$ cat src/rtl/core/jsu_pkg.sv
// Shared types, codes and constants for the JSON string unescaper.
`default_nettype none

package jsu_pkg;

    // Result kinds
    typedef enum logic [1:0] {
        KIND_DATA = 2'd0,
        KIND_DONE = 2'd1,
        KIND_ERR  = 2'd2
    } kind_t;

    // Error causes
    localparam logic [3:0] ERR_NONE         = 4'd0;
    localparam logic [3:0] ERR_NO_OPEN      = 4'd1;
    localparam logic [3:0] ERR_ESC_END      = 4'd2;
    localparam logic [3:0] ERR_BAD_HEX      = 4'd3;
    localparam logic [3:0] ERR_BAD_LOW_HEX  = 4'd4;
    localparam logic [3:0] ERR_BAD_LOW      = 4'd5;
    localparam logic [3:0] ERR_NO_PAIR      = 4'd6;
    localparam logic [3:0] ERR_UNKNOWN_ESC  = 4'd7;
    localparam logic [3:0] ERR_CONTROL      = 4'd8;
    localparam logic [3:0] ERR_UNTERMINATED = 4'd9;

    // Code point width and the base of the supplementary planes
    localparam int          CP_W      = 21;
    localparam logic [20:0] SUPP_BASE = 21'h10000;

    // Default depth of the request queue between front and back
    localparam int QUEUE_DEPTH = 4;

    // One request from the front: a raw byte, a code point, a completion or an error
    typedef struct packed {
        kind_t             kind;
        logic [3:0]        err;
        logic              raw;
        logic [CP_W-1:0]   cp;
    } cmd_t;

endpackage

`default_nettype wire

$ cat src/rtl/core/jsu_front.sv
// Front end: accepts text bytes, tracks the string syntax and issues requests.
`default_nettype none

module jsu_front
    import jsu_pkg::*;
(
    input  wire logic       clk,
    input  wire logic       rst_n,
    input  wire logic [7:0] text_byte,
    input  wire logic       byte_present,
    input  wire logic       push,
    output logic            full,
    output logic            cmd_push,
    output cmd_t            cmd_data,
    input  wire logic       cmd_full
);

    typedef enum logic [6:0] {
        M_IDLE = 7'b0000001,
        M_STR  = 7'b0000010,
        M_ESC  = 7'b0000100,
        M_HEX  = 7'b0001000,
        M_PBS  = 7'b0010000,
        M_PU   = 7'b0100000,
        M_LHEX = 7'b1000000
    } mode_t;

    localparam logic [7:0] CH_QUOTE = 8'h22;
    localparam logic [7:0] CH_BSL   = 8'h5C;
    localparam logic [7:0] CH_SLASH = 8'h2F;
    localparam logic [7:0] CH_B     = 8'h62;
    localparam logic [7:0] CH_F     = 8'h66;
    localparam logic [7:0] CH_N     = 8'h6E;
    localparam logic [7:0] CH_R     = 8'h72;
    localparam logic [7:0] CH_T     = 8'h74;
    localparam logic [7:0] CH_U     = 8'h75;
    localparam logic [7:0] CH_SPACE = 8'h20;
    localparam logic [5:0] HI_TAG   = 6'b110110;
    localparam logic [5:0] LO_TAG   = 6'b110111;

    mode_t       mode_reg, mode_next;
    logic [15:0] hex_accum_reg, hex_accum_next;
    logic [1:0]  hex_count_reg, hex_count_next;
    logic [15:0] high_reg, high_next;

    logic        accept;
    logic        hex_ok;
    logic [3:0]  hex_digit;
    logic [15:0] hex_word;

    // Decode one hex digit
    function automatic logic [4:0] hex_value(input logic [7:0] c);
        logic [4:0] r;
        r = 5'd0;
        if (c >= 8'h30 && c <= 8'h39)
            r = {1'b1, 4'(c - 8'h30)};
        else if (c >= 8'h61 && c <= 8'h66)
            r = {1'b1, 4'(c - 8'h57)};
        else if (c >= 8'h41 && c <= 8'h46)
            r = {1'b1, 4'(c - 8'h37)};
        return r;
    endfunction

    assign full   = cmd_full;
    assign accept = push && !cmd_full;

    assign {hex_ok, hex_digit} = byte_present ? hex_value(text_byte) : 5'd0;
    assign hex_word            = {hex_accum_reg[11:0], hex_digit};

    // Advance the syntax state and form the request for this byte
    always_comb
    begin
        mode_next      = mode_reg;
        hex_accum_next = hex_accum_reg;
        hex_count_next = hex_count_reg;
        high_next      = high_reg;
        cmd_push       = 1'b0;
        cmd_data.kind  = KIND_DATA;
        cmd_data.err   = ERR_NONE;
        cmd_data.raw   = 1'b1;
        cmd_data.cp    = {13'd0, text_byte};

        if (accept)
        begin
            unique case (mode_reg)
                M_IDLE:
                begin
                    if (byte_present && text_byte == CH_QUOTE)
                        mode_next = M_STR;
                    else
                    begin
                        cmd_push      = 1'b1;
                        cmd_data.kind = KIND_ERR;
                        cmd_data.err  = ERR_NO_OPEN;
                    end
                end
                M_STR:
                begin
                    cmd_push = 1'b1;
                    priority if (!byte_present)
                    begin
                        mode_next     = M_IDLE;
                        cmd_data.kind = KIND_ERR;
                        cmd_data.err  = ERR_UNTERMINATED;
                    end
                    else if (text_byte == CH_QUOTE)
                    begin
                        mode_next     = M_IDLE;
                        cmd_data.kind = KIND_DONE;
                    end
                    else if (text_byte == CH_BSL)
                    begin
                        mode_next = M_ESC;
                        cmd_push  = 1'b0;
                    end
                    else if (text_byte < CH_SPACE)
                    begin
                        mode_next     = M_IDLE;
                        cmd_data.kind = KIND_ERR;
                        cmd_data.err  = ERR_CONTROL;
                    end
                    else
                        cmd_data.kind = KIND_DATA;
                end
                M_ESC:
                begin
                    cmd_push  = 1'b1;
                    mode_next = M_STR;
                    if (!byte_present)
                    begin
                        mode_next     = M_IDLE;
                        cmd_data.kind = KIND_ERR;
                        cmd_data.err  = ERR_ESC_END;
                    end
                    else
                    begin
                        unique case (text_byte)
                            CH_QUOTE, CH_BSL, CH_SLASH: cmd_data.cp = {13'd0, text_byte};
                            CH_B: cmd_data.cp = 21'h08;
                            CH_F: cmd_data.cp = 21'h0C;
                            CH_N: cmd_data.cp = 21'h0A;
                            CH_R: cmd_data.cp = 21'h0D;
                            CH_T: cmd_data.cp = 21'h09;
                            CH_U:
                            begin
                                cmd_push       = 1'b0;
                                mode_next      = M_HEX;
                                hex_accum_next = 16'd0;
                                hex_count_next = 2'd0;
                            end
                            default:
                            begin
                                mode_next     = M_IDLE;
                                cmd_data.kind = KIND_ERR;
                                cmd_data.err  = ERR_UNKNOWN_ESC;
                            end
                        endcase
                    end
                end
                M_HEX, M_LHEX:
                begin
                    priority if (!hex_ok)
                    begin
                        cmd_push      = 1'b1;
                        mode_next     = M_IDLE;
                        cmd_data.kind = KIND_ERR;
                        cmd_data.err  = (mode_reg == M_HEX) ? ERR_BAD_HEX : ERR_BAD_LOW_HEX;
                    end
                    else if (hex_count_reg != 2'd3)
                    begin
                        hex_accum_next = hex_word;
                        hex_count_next = hex_count_reg + 2'd1;
                    end
                    else
                    begin
                        hex_accum_next = 16'd0;
                        hex_count_next = 2'd0;
                        cmd_data.raw   = 1'b0;
                        priority if (mode_reg == M_HEX && hex_word[15:10] == HI_TAG)
                        begin
                            high_next = hex_word;
                            mode_next = M_PBS;
                        end
                        else if (mode_reg == M_HEX)
                        begin
                            cmd_push    = 1'b1;
                            mode_next   = M_STR;
                            cmd_data.cp = {5'd0, hex_word};
                        end
                        else if (hex_word[15:10] != LO_TAG)
                        begin
                            cmd_push      = 1'b1;
                            mode_next     = M_IDLE;
                            cmd_data.kind = KIND_ERR;
                            cmd_data.err  = ERR_BAD_LOW;
                        end
                        else
                        begin
                            // Join the pair into one supplementary code point
                            cmd_push    = 1'b1;
                            mode_next   = M_STR;
                            cmd_data.cp = SUPP_BASE + {1'b0, high_reg[9:0], hex_word[9:0]};
                        end
                    end
                end
                M_PBS, M_PU:
                begin
                    if (byte_present && mode_reg == M_PBS && text_byte == CH_BSL)
                        mode_next = M_PU;
                    else if (byte_present && mode_reg == M_PU && text_byte == CH_U)
                    begin
                        mode_next      = M_LHEX;
                        hex_accum_next = 16'd0;
                        hex_count_next = 2'd0;
                    end
                    else
                    begin
                        cmd_push      = 1'b1;
                        mode_next     = M_IDLE;
                        cmd_data.kind = KIND_ERR;
                        cmd_data.err  = ERR_NO_PAIR;
                    end
                end
                default:
                    mode_next = M_IDLE;
            endcase
        end

        // Non-data requests carry no byte
        if (cmd_data.kind != KIND_DATA)
        begin
            cmd_data.raw = 1'b1;
            cmd_data.cp  = '0;
        end
    end

    // Hold the syntax state
    always_ff @(posedge clk or negedge rst_n)
    begin
        if (!rst_n)
        begin
            mode_reg      <= M_IDLE;
            hex_accum_reg <= 16'd0;
            hex_count_reg <= 2'd0;
            high_reg      <= 16'd0;
        end
        else
        begin
            mode_reg      <= mode_next;
            hex_accum_reg <= hex_accum_next;
            hex_count_reg <= hex_count_next;
            high_reg      <= high_next;
        end
    end

endmodule

`default_nettype wire

$ cat src/rtl/core/jsu_cmd_fifo.sv
// Request queue between the front end and the byte emitter.
`default_nettype none

module jsu_cmd_fifo
    import jsu_pkg::*;
#(
    parameter int DEPTH = QUEUE_DEPTH
)
(
    input  wire logic clk,
    input  wire logic rst_n,
    input  wire logic wr_en,
    input  wire cmd_t wr_data,
    output logic      full,
    input  wire logic rd_en,
    output cmd_t      rd_data,
    output logic      empty
);

    localparam int PTR_W = (DEPTH > 1) ? $clog2(DEPTH) : 1;
    localparam int CNT_W = $clog2(DEPTH + 1);
    localparam logic [PTR_W-1:0] LAST_PTR = PTR_W'(DEPTH - 1);
    localparam logic [CNT_W-1:0] FULL_CNT = CNT_W'(DEPTH);

    cmd_t             slot_reg [DEPTH];
    logic [PTR_W-1:0] wr_ptr_reg, wr_ptr_next;
    logic [PTR_W-1:0] rd_ptr_reg, rd_ptr_next;
    logic [CNT_W-1:0] cnt_reg, cnt_next;
    logic             do_wr, do_rd;

    assign full    = (cnt_reg == FULL_CNT);
    assign empty   = (cnt_reg == '0);
    assign do_wr   = wr_en && !full;
    assign do_rd   = rd_en && !empty;
    assign rd_data = slot_reg[rd_ptr_reg];

    // Advance pointers and occupancy
    always_comb
    begin
        wr_ptr_next = wr_ptr_reg;
        rd_ptr_next = rd_ptr_reg;
        cnt_next    = cnt_reg;
        if (do_wr)
            wr_ptr_next = (wr_ptr_reg == LAST_PTR) ? '0 : wr_ptr_reg + PTR_W'(1);
        if (do_rd)
            rd_ptr_next = (rd_ptr_reg == LAST_PTR) ? '0 : rd_ptr_reg + PTR_W'(1);
        if (do_wr && !do_rd)
            cnt_next = cnt_reg + CNT_W'(1);
        else if (do_rd && !do_wr)
            cnt_next = cnt_reg - CNT_W'(1);
    end

    always_ff @(posedge clk or negedge rst_n)
    begin
        if (!rst_n)
        begin
            wr_ptr_reg <= '0;
            rd_ptr_reg <= '0;
            cnt_reg    <= '0;
        end
        else
        begin
            wr_ptr_reg <= wr_ptr_next;
            rd_ptr_reg <= rd_ptr_next;
            cnt_reg    <= cnt_next;
        end
    end

    // Store requests
    always_ff @(posedge clk)
    begin
        if (do_wr)
            slot_reg[wr_ptr_reg] <= wr_data;
    end

    a_no_write_when_full: assert property (@(posedge clk) disable iff (!rst_n)
        !(wr_en && full))
        else $error("request written into a full queue");

    a_count_bound: assert property (@(posedge clk) disable iff (!rst_n)
        cnt_reg <= FULL_CNT)
        else $error("queue occupancy beyond depth");

    a_count_grows: assert property (@(posedge clk) disable iff (!rst_n)
        (do_wr && !do_rd) |=> (cnt_reg == $past(cnt_reg) + CNT_W'(1)))
        else $error("queue occupancy did not grow on write");

endmodule

`default_nettype wire

$ cat src/rtl/core/jsu_back.sv
// Back end: turns queued requests into UTF-8 bytes, completions and errors.
`default_nettype none

module jsu_back
    import jsu_pkg::*;
(
    input  wire logic       clk,
    input  wire logic       rst_n,
    input  wire cmd_t       cmd_data,
    input  wire logic       cmd_empty,
    output logic            cmd_pop,
    output logic [7:0]      out_byte,
    output logic [1:0]      kind,
    output logic [3:0]      error_code,
    output logic            last_of_run,
    output logic            empty,
    input  wire logic       pop
);

    typedef struct packed {
        logic [3:0][7:0] bytes;
        logic [1:0]      last;
    } enc_t;

    // Encode one request into up to four bytes
    function automatic enc_t encode(input cmd_t c);
        enc_t e;
        e.bytes = '0;
        e.last  = 2'd0;
        if (c.kind == KIND_DATA)
        begin
            priority if (c.raw || c.cp[20:7] == '0)
                e.bytes[0] = c.cp[7:0];
            else if (c.cp[20:11] == '0)
            begin
                e.bytes[0] = {3'b110, c.cp[10:6]};
                e.bytes[1] = {2'b10, c.cp[5:0]};
                e.last     = 2'd1;
            end
            else if (c.cp[20:16] == '0)
            begin
                e.bytes[0] = {4'b1110, c.cp[15:12]};
                e.bytes[1] = {2'b10, c.cp[11:6]};
                e.bytes[2] = {2'b10, c.cp[5:0]};
                e.last     = 2'd2;
            end
            else
            begin
                e.bytes[0] = {5'b11110, c.cp[20:18]};
                e.bytes[1] = {2'b10, c.cp[17:12]};
                e.bytes[2] = {2'b10, c.cp[11:6]};
                e.bytes[3] = {2'b10, c.cp[5:0]};
                e.last     = 2'd3;
            end
        end
        return e;
    endfunction

    logic            busy_reg;
    logic [1:0]      idx_reg;
    logic [1:0]      last_reg;
    logic [3:0][7:0] bytes_reg;
    kind_t           kind_reg;
    logic [3:0]      err_reg;
    enc_t            enc;
    logic            at_last;
    logic            take;

    assign enc     = encode(cmd_data);
    assign at_last = (idx_reg == last_reg);
    assign take    = pop && busy_reg;
    assign cmd_pop = !cmd_empty && (!busy_reg || (take && at_last));

    assign empty       = !busy_reg;
    assign out_byte    = bytes_reg[idx_reg];
    assign kind        = kind_reg;
    assign error_code  = err_reg;
    assign last_of_run = at_last;

    // Load the next request or step through the current one
    always_ff @(posedge clk or negedge rst_n)
    begin
        if (!rst_n)
        begin
            busy_reg <= 1'b0;
            idx_reg  <= 2'd0;
            last_reg <= 2'd0;
        end
        else if (cmd_pop)
        begin
            busy_reg <= 1'b1;
            idx_reg  <= 2'd0;
            last_reg <= enc.last;
        end
        else if (take)
        begin
            if (at_last)
                busy_reg <= 1'b0;
            else
                idx_reg <= idx_reg + 2'd1;
        end
    end

    // Hold the payload of the current request
    always_ff @(posedge clk)
    begin
        if (cmd_pop)
        begin
            bytes_reg <= enc.bytes;
            kind_reg  <= cmd_data.kind;
            err_reg   <= cmd_data.err;
        end
    end

    a_single_non_data: assert property (@(posedge clk) disable iff (!rst_n)
        (busy_reg && kind_reg != KIND_DATA) |-> (last_reg == 2'd0))
        else $error("completion or error spans several results");

    a_non_data_zero: assert property (@(posedge clk) disable iff (!rst_n)
        (busy_reg && kind_reg != KIND_DATA) |-> (out_byte == 8'd0 && idx_reg == 2'd0))
        else $error("completion or error carries a byte");

    a_idx_bound: assert property (@(posedge clk) disable iff (!rst_n)
        busy_reg |-> (idx_reg <= last_reg))
        else $error("byte index past end of request");

endmodule

`default_nettype wire

$ cat src/rtl/core/json_string_unescape_utf8_top.sv
// Top level of the JSON string unescaper with UTF-8 output.
// The first result of an input byte is written into the request queue and then loaded into the
// back end's payload registers before it is on the outputs; it waits while the emitter is busy.
// Throughput: one input byte per cycle while the queue is not full; a \u code point yields 1 to 4
// results, emitted one per cycle while pop is high, by the single byte emitter in the back end.
// The request queue (DEPTH entries) lets input run ahead while output stalls.
// Reset (rst_n low, asynchronous): idle awaiting an opening quote, queue empty.
`default_nettype none

module json_string_unescape_utf8_top
    import jsu_pkg::*;
#(
    parameter int DEPTH = QUEUE_DEPTH
)
(
    input  wire logic       clk,
    input  wire logic       rst_n,
    input  wire logic [7:0] text_byte,
    input  wire logic       byte_present,
    input  wire logic       push,
    output logic            full,
    output logic [7:0]      out_byte,
    output logic [1:0]      kind,
    output logic [3:0]      error_code,
    output logic            last_of_run,
    output logic            empty,
    input  wire logic       pop
);

    cmd_t wr_cmd;
    cmd_t rd_cmd;
    logic wr_en;
    logic q_full;
    logic q_empty;
    logic rd_en;

    jsu_front u_front (
        .clk          (clk),
        .rst_n        (rst_n),
        .text_byte    (text_byte),
        .byte_present (byte_present),
        .push         (push),
        .full         (full),
        .cmd_push     (wr_en),
        .cmd_data     (wr_cmd),
        .cmd_full     (q_full)
    );

    jsu_cmd_fifo #(
        .DEPTH (DEPTH)
    ) u_queue (
        .clk     (clk),
        .rst_n   (rst_n),
        .wr_en   (wr_en),
        .wr_data (wr_cmd),
        .full    (q_full),
        .rd_en   (rd_en),
        .rd_data (rd_cmd),
        .empty   (q_empty)
    );

    jsu_back u_back (
        .clk         (clk),
        .rst_n       (rst_n),
        .cmd_data    (rd_cmd),
        .cmd_empty   (q_empty),
        .cmd_pop     (rd_en),
        .out_byte    (out_byte),
        .kind        (kind),
        .error_code  (error_code),
        .last_of_run (last_of_run),
        .empty       (empty),
        .pop         (pop)
    );

endmodule

`default_nettype wire
$ cat config.mk
export PLATFORM = sky130hd
export DESIGN_NAME = json_string_unescape_utf8_top
export DESIGN_NICKNAME = d
export VERILOG_FILES = /design/src/rtl/core/jsu_pkg.sv /design/src/rtl/core/jsu_front.sv /design/src/rtl/core/jsu_cmd_fifo.sv /design/src/rtl/core/jsu_back.sv /design/src/rtl/core/json_string_unescape_utf8_top.sv
export SDC_FILE = /design/constraint.sdc
export NUM_CORES = 1
export LEC_CHECK = 0
export ABC_AREA = 1
export BUFFER_PORTS_ARGS = -buffer_cell sky130_fd_sc_hd__buf_2
export CORE_MARGIN = 4
export CORE_UTILIZATION = 56
export DETAILED_ROUTE_END_ITERATION = 6
export GPL_ROUTABILITY_DRIVEN = 0
export PLACE_DENSITY = 0.76
export SYNTH_ARGS = -nofsm -noshare
export SYNTH_HDL_FRONTEND = slang
export SYNTH_SLANG_ARGS = --single-unit
$ cat constraint.sdc
create_clock -name clk -period 3.2 [get_ports clk]
set_clock_uncertainty 0.15 [all_clocks]
set_input_delay 0.48 -clock clk [delete_from_list [all_inputs] [get_ports clk]]
set_output_delay 0.48 -clock clk [all_outputs]
set_load 0.02 [all_outputs]
==> run summary <==
Result of the run: completed
Time the final worst path needs with I/O delays and setup: 2.890 ns
Comb pwr share: 0.373
Seq pwr share: 0.399
Largest register FFs: 112
Count of final hold-check violations: 0
Number of DRC violations after detailed-routing iteration 0: 757
Unrepaired setup endpoints after global routing: no
Least-Margin Pin Slew: 0.8024 ns
Total instance count after detailed placement: 1,245
Top cell types by occurrence after synthesis: sky130_fd_sc_hd__nand2_1, sky130_fd_sc_hd__edfxtp_1, sky130_fd_sc_hd__nor2_1, sky130_fd_sc_hd__inv_1, sky130_fd_sc_hd__nand3_1
Gate Count Post-Synth: 1,004
Max-Slew Margin vs Limit: 0.4610
Post-synthesis net count: 1,030
Wire length per cell: 16.31 microns
Critical path type: reg2reg
Number of nets still failing antenna checks after routing: 0
Initial core utilization: 0.5717
Leading cell type by number of instances after synthesis: sky130_fd_sc_hd__nand2_1
EDFF count, synth: 147
Clock insertion delay at the later pin of the skew report: 0.42 ns
Largest net degree at the start of global routing: 64
Area of placed instances: 9982 sq um
Clock tree root driver cell: sky130_fd_sc_hd__clkbuf_16
Die Footprint: 19,070 sq um
Number of remaining DRC errors: 0
X dimension of the die: 138.1 microns
Clock transition at the registers of the reported paths: 0.07 ns
Highest clock rate: 346.0 MHz
Dominant register cell in the synthesized netlist: sky130_fd_sc_hd__edfxtp_1
Non-Filler Cell Area, Final: 10,590 sq um
Max Buffers Root-to-Sink: 2
Tot GR Track Use: 0.2194
Element type at the critical path start: register
Cts bufs inserted: 17
Final clock period utilization by the worst path: 0.9031
R2r worst-path depth: 12
Number of non-filler instances in the completed layout: 1,278
Post-cts repair resize count: 0
Antenna cells: 0
TritonCTS clock tree: done
Share of layout cells above drive strength 1: 0.1437
Synth-to-layout area growth: 11.68%
Leak: 0.004409 uW
Portion of synthesized cell area occupied by the leading cell type: 0.4656
Deepest level of the CTS H-tree: 4
Clock network fraction of total power: 0.228
Internal Power: 5641 uW
Sort of element at the end of the critical path: register
Sink count of the clock tree: 190
Routed via count divided by cell count: 5.574
Final-report setup violation count: 0
Final routed wirelength across all metal layers: 20,840 microns
Mapped Area: 9480 sq um
Arrival time of data at the critical path endpoint: 3.05 ns
Count of final max-slew check failures: 0
DP Wirelength: 14,590 microns
Antenna violations before repair: 0
Length of the first detailed-routing pass in iterations: 6
IR Drop Worst-Case VDD: 522.8 uV
Via count: 7,124
Worst Hold Path Cells: 3
Total net switching power: 3487 uW
Number of core rows: 47
Worst min-delay path class: in2reg
First-pass GRT wire length: 33,820 microns
Register-to-register setup slack: 0.31 ns
Synthesized area per cell: 9.443 sq um
Maxcap violations: 0
Number of flip-flops and latches in the synthesized netlist: 190
Die outline height: 138.1 microns
Number of library cell types mapped by synthesis: 48
Asr flop ratio synth: 0.2263
Via count of the first global-routing pass: 6,710
Largest fanout on the critical path: 10
Power density relative to cell area: 862.1 nW/um^2
Port-buffer cells: 29
Number of warnings issued by yosys: 0
Total global routing overflow: 0
Required time worst endpoint: 3.36 ns
Post-synthesis cell type with the largest combined area: sky130_fd_sc_hd__edfxtp_1
IO Count: 30
Sequential element share of the synthesized area: 0.5793
Cell types occupying the most area after synthesis: sky130_fd_sc_hd__edfxtp_1, sky130_fd_sc_hd__dfrtp_1, sky130_fd_sc_hd__nand2_1
Net count, final: 1,071
Core outline area: 16,580 sq um
Sw Share: 0.3820
==> per-stage QoR <==
stage	power, uW	setup TNS (ns)	hold WS, ns	worst slack [ns]	util
after floorplan	6028	-17.98	0.03441	-0.1605	-
after global placement	6973	0	0.3069	0.1865	0.6019
after global routing	9706	0	0.2957	0.1059	0.6384
final	9127	0	0.2977	0.3101	0.6384
after CTS	9152	0	0.2827	0.3031	0.6384
after detailed placement	7075	0	0.3281	0.08507	0.6019
==> cell families (layout without fill, tap and decap cells) <==
group | Yosys count | count (layout) | share of synthesized area
compound gates | 163 | 163 | 0.09991
xor+xnor | 9 | 9 | 0.008315
fa+ha+maj | 13 | 13 | 0.01795
buf+inv | 134 | 188 | 0.06031
flops | 190 | 190 | 0.5793
mux | 1 | 1 | 0.001188
simple gates | 494 | 494 | 0.2331
==> power groups by stage <==
stage / Combinational (uW) / Sequential, uW / Clock (uW)
3_3_place_gp: 3300 / 3670 / 0
3_5_place_dp: 3390 / 3690 / 0
6_report: 3400 / 3640 / 2090
4_1_cts: 3410 / 3640 / 2110
2_1_floorplan: 2360 / 3660 / 0
5_1_grt: 3810 / 3690 / 2200
==> worst max-delay path: stages, from the launching register on <==
cell	delay [ns]
sky130_fd_sc_hd__dfrtp_1	0.41
sky130_fd_sc_hd__nor2_2	0.17
sky130_fd_sc_hd__nand4_2	0.21
sky130_fd_sc_hd__inv_2	0.24
sky130_fd_sc_hd__nand2_1	0.16
sky130_fd_sc_hd__nand3_1	0.13
sky130_fd_sc_hd__nand4_1	0.14
sky130_fd_sc_hd__nand2_2	0.13
sky130_fd_sc_hd__inv_1	0.07
sky130_fd_sc_hd__ha_1	0.18
sky130_fd_sc_hd__inv_1	0.10
sky130_fd_sc_hd__fa_1	0.41
sky130_fd_sc_hd__mux2_2	0.26
==> final timing paths <==
kind,startpoint,to
max,u_front.mode_reg[4],u_queue.cnt_reg[1]
min,byte_present,u_front.mode_reg[2]
max reg2reg,u_front.mode_reg[4],u_queue.cnt_reg[1]
min reg2reg,u_front.mode_reg[0],u_front.mode_reg[0]
max in group asynchronous,rst_n,u_front.mode_reg[0]
min in group asynchronous,rst_n,u_back.last_reg[0]
==> final cells by class <==
| cell class | instances | area [sq um] |
|---|---|---|
| repair buffers | 55 | 417.9 |
| inverters | 101 | 379.1 |
| well taps | 220 | 275.3 |
| flip-flops and latches | 190 | 5493 |
| multi-input cells | 680 | 3427 |
| clock inverters | 10 | 100.1 |
| fillers | 1313 | 5996 |
| clock buffers | 22 | 495.5 |
==> repair_timing <==
item                                   in CTS  in global routing
hold buffers                                1                  0
endpoints found under the hold margin      17                  0
setup buffers                               0                  0
==> cell usage in the layout, fill, tap and decap left out, drive strengths merged <==
cell         count
dlygate4sd3      1
xor2             7
nand3b           3
a32o             2
bufinv           1
clkinv           3
buf             54
nand3           68
o22ai           13
a21oi           47
nand4           13
fa               1
edfxtp         147
xnor2            2
dfrtp           42
a211oi           1
clkbuf          22
nor3b            1
o31ai            2
a32oi            6
a41oi            1
nand2          266
nor3             9
or2              4
a22oi            6
inv            104
nor4             1
clkinvlp         3
ha              12
a31oi            3
dfstp            1
o21ai           82
nor2           129
mux2             1
==> per-layer routing <==
layer | wire (microns) | GRT usage | up-vias | part of all wire
met5 | 0 | 0 | - | 0
met4 | 620 | 0.08320 | 0 | 0.030
met1 | 8842 | 0.2943 | 3354 | 0.42
met3 | 1316 | 0.04420 | 39 | 0.063
met2 | 10070 | 0.3571 | 268 | 0.48
li1 | - | - | 3463 | -
(Power assumes the default switching activity.)
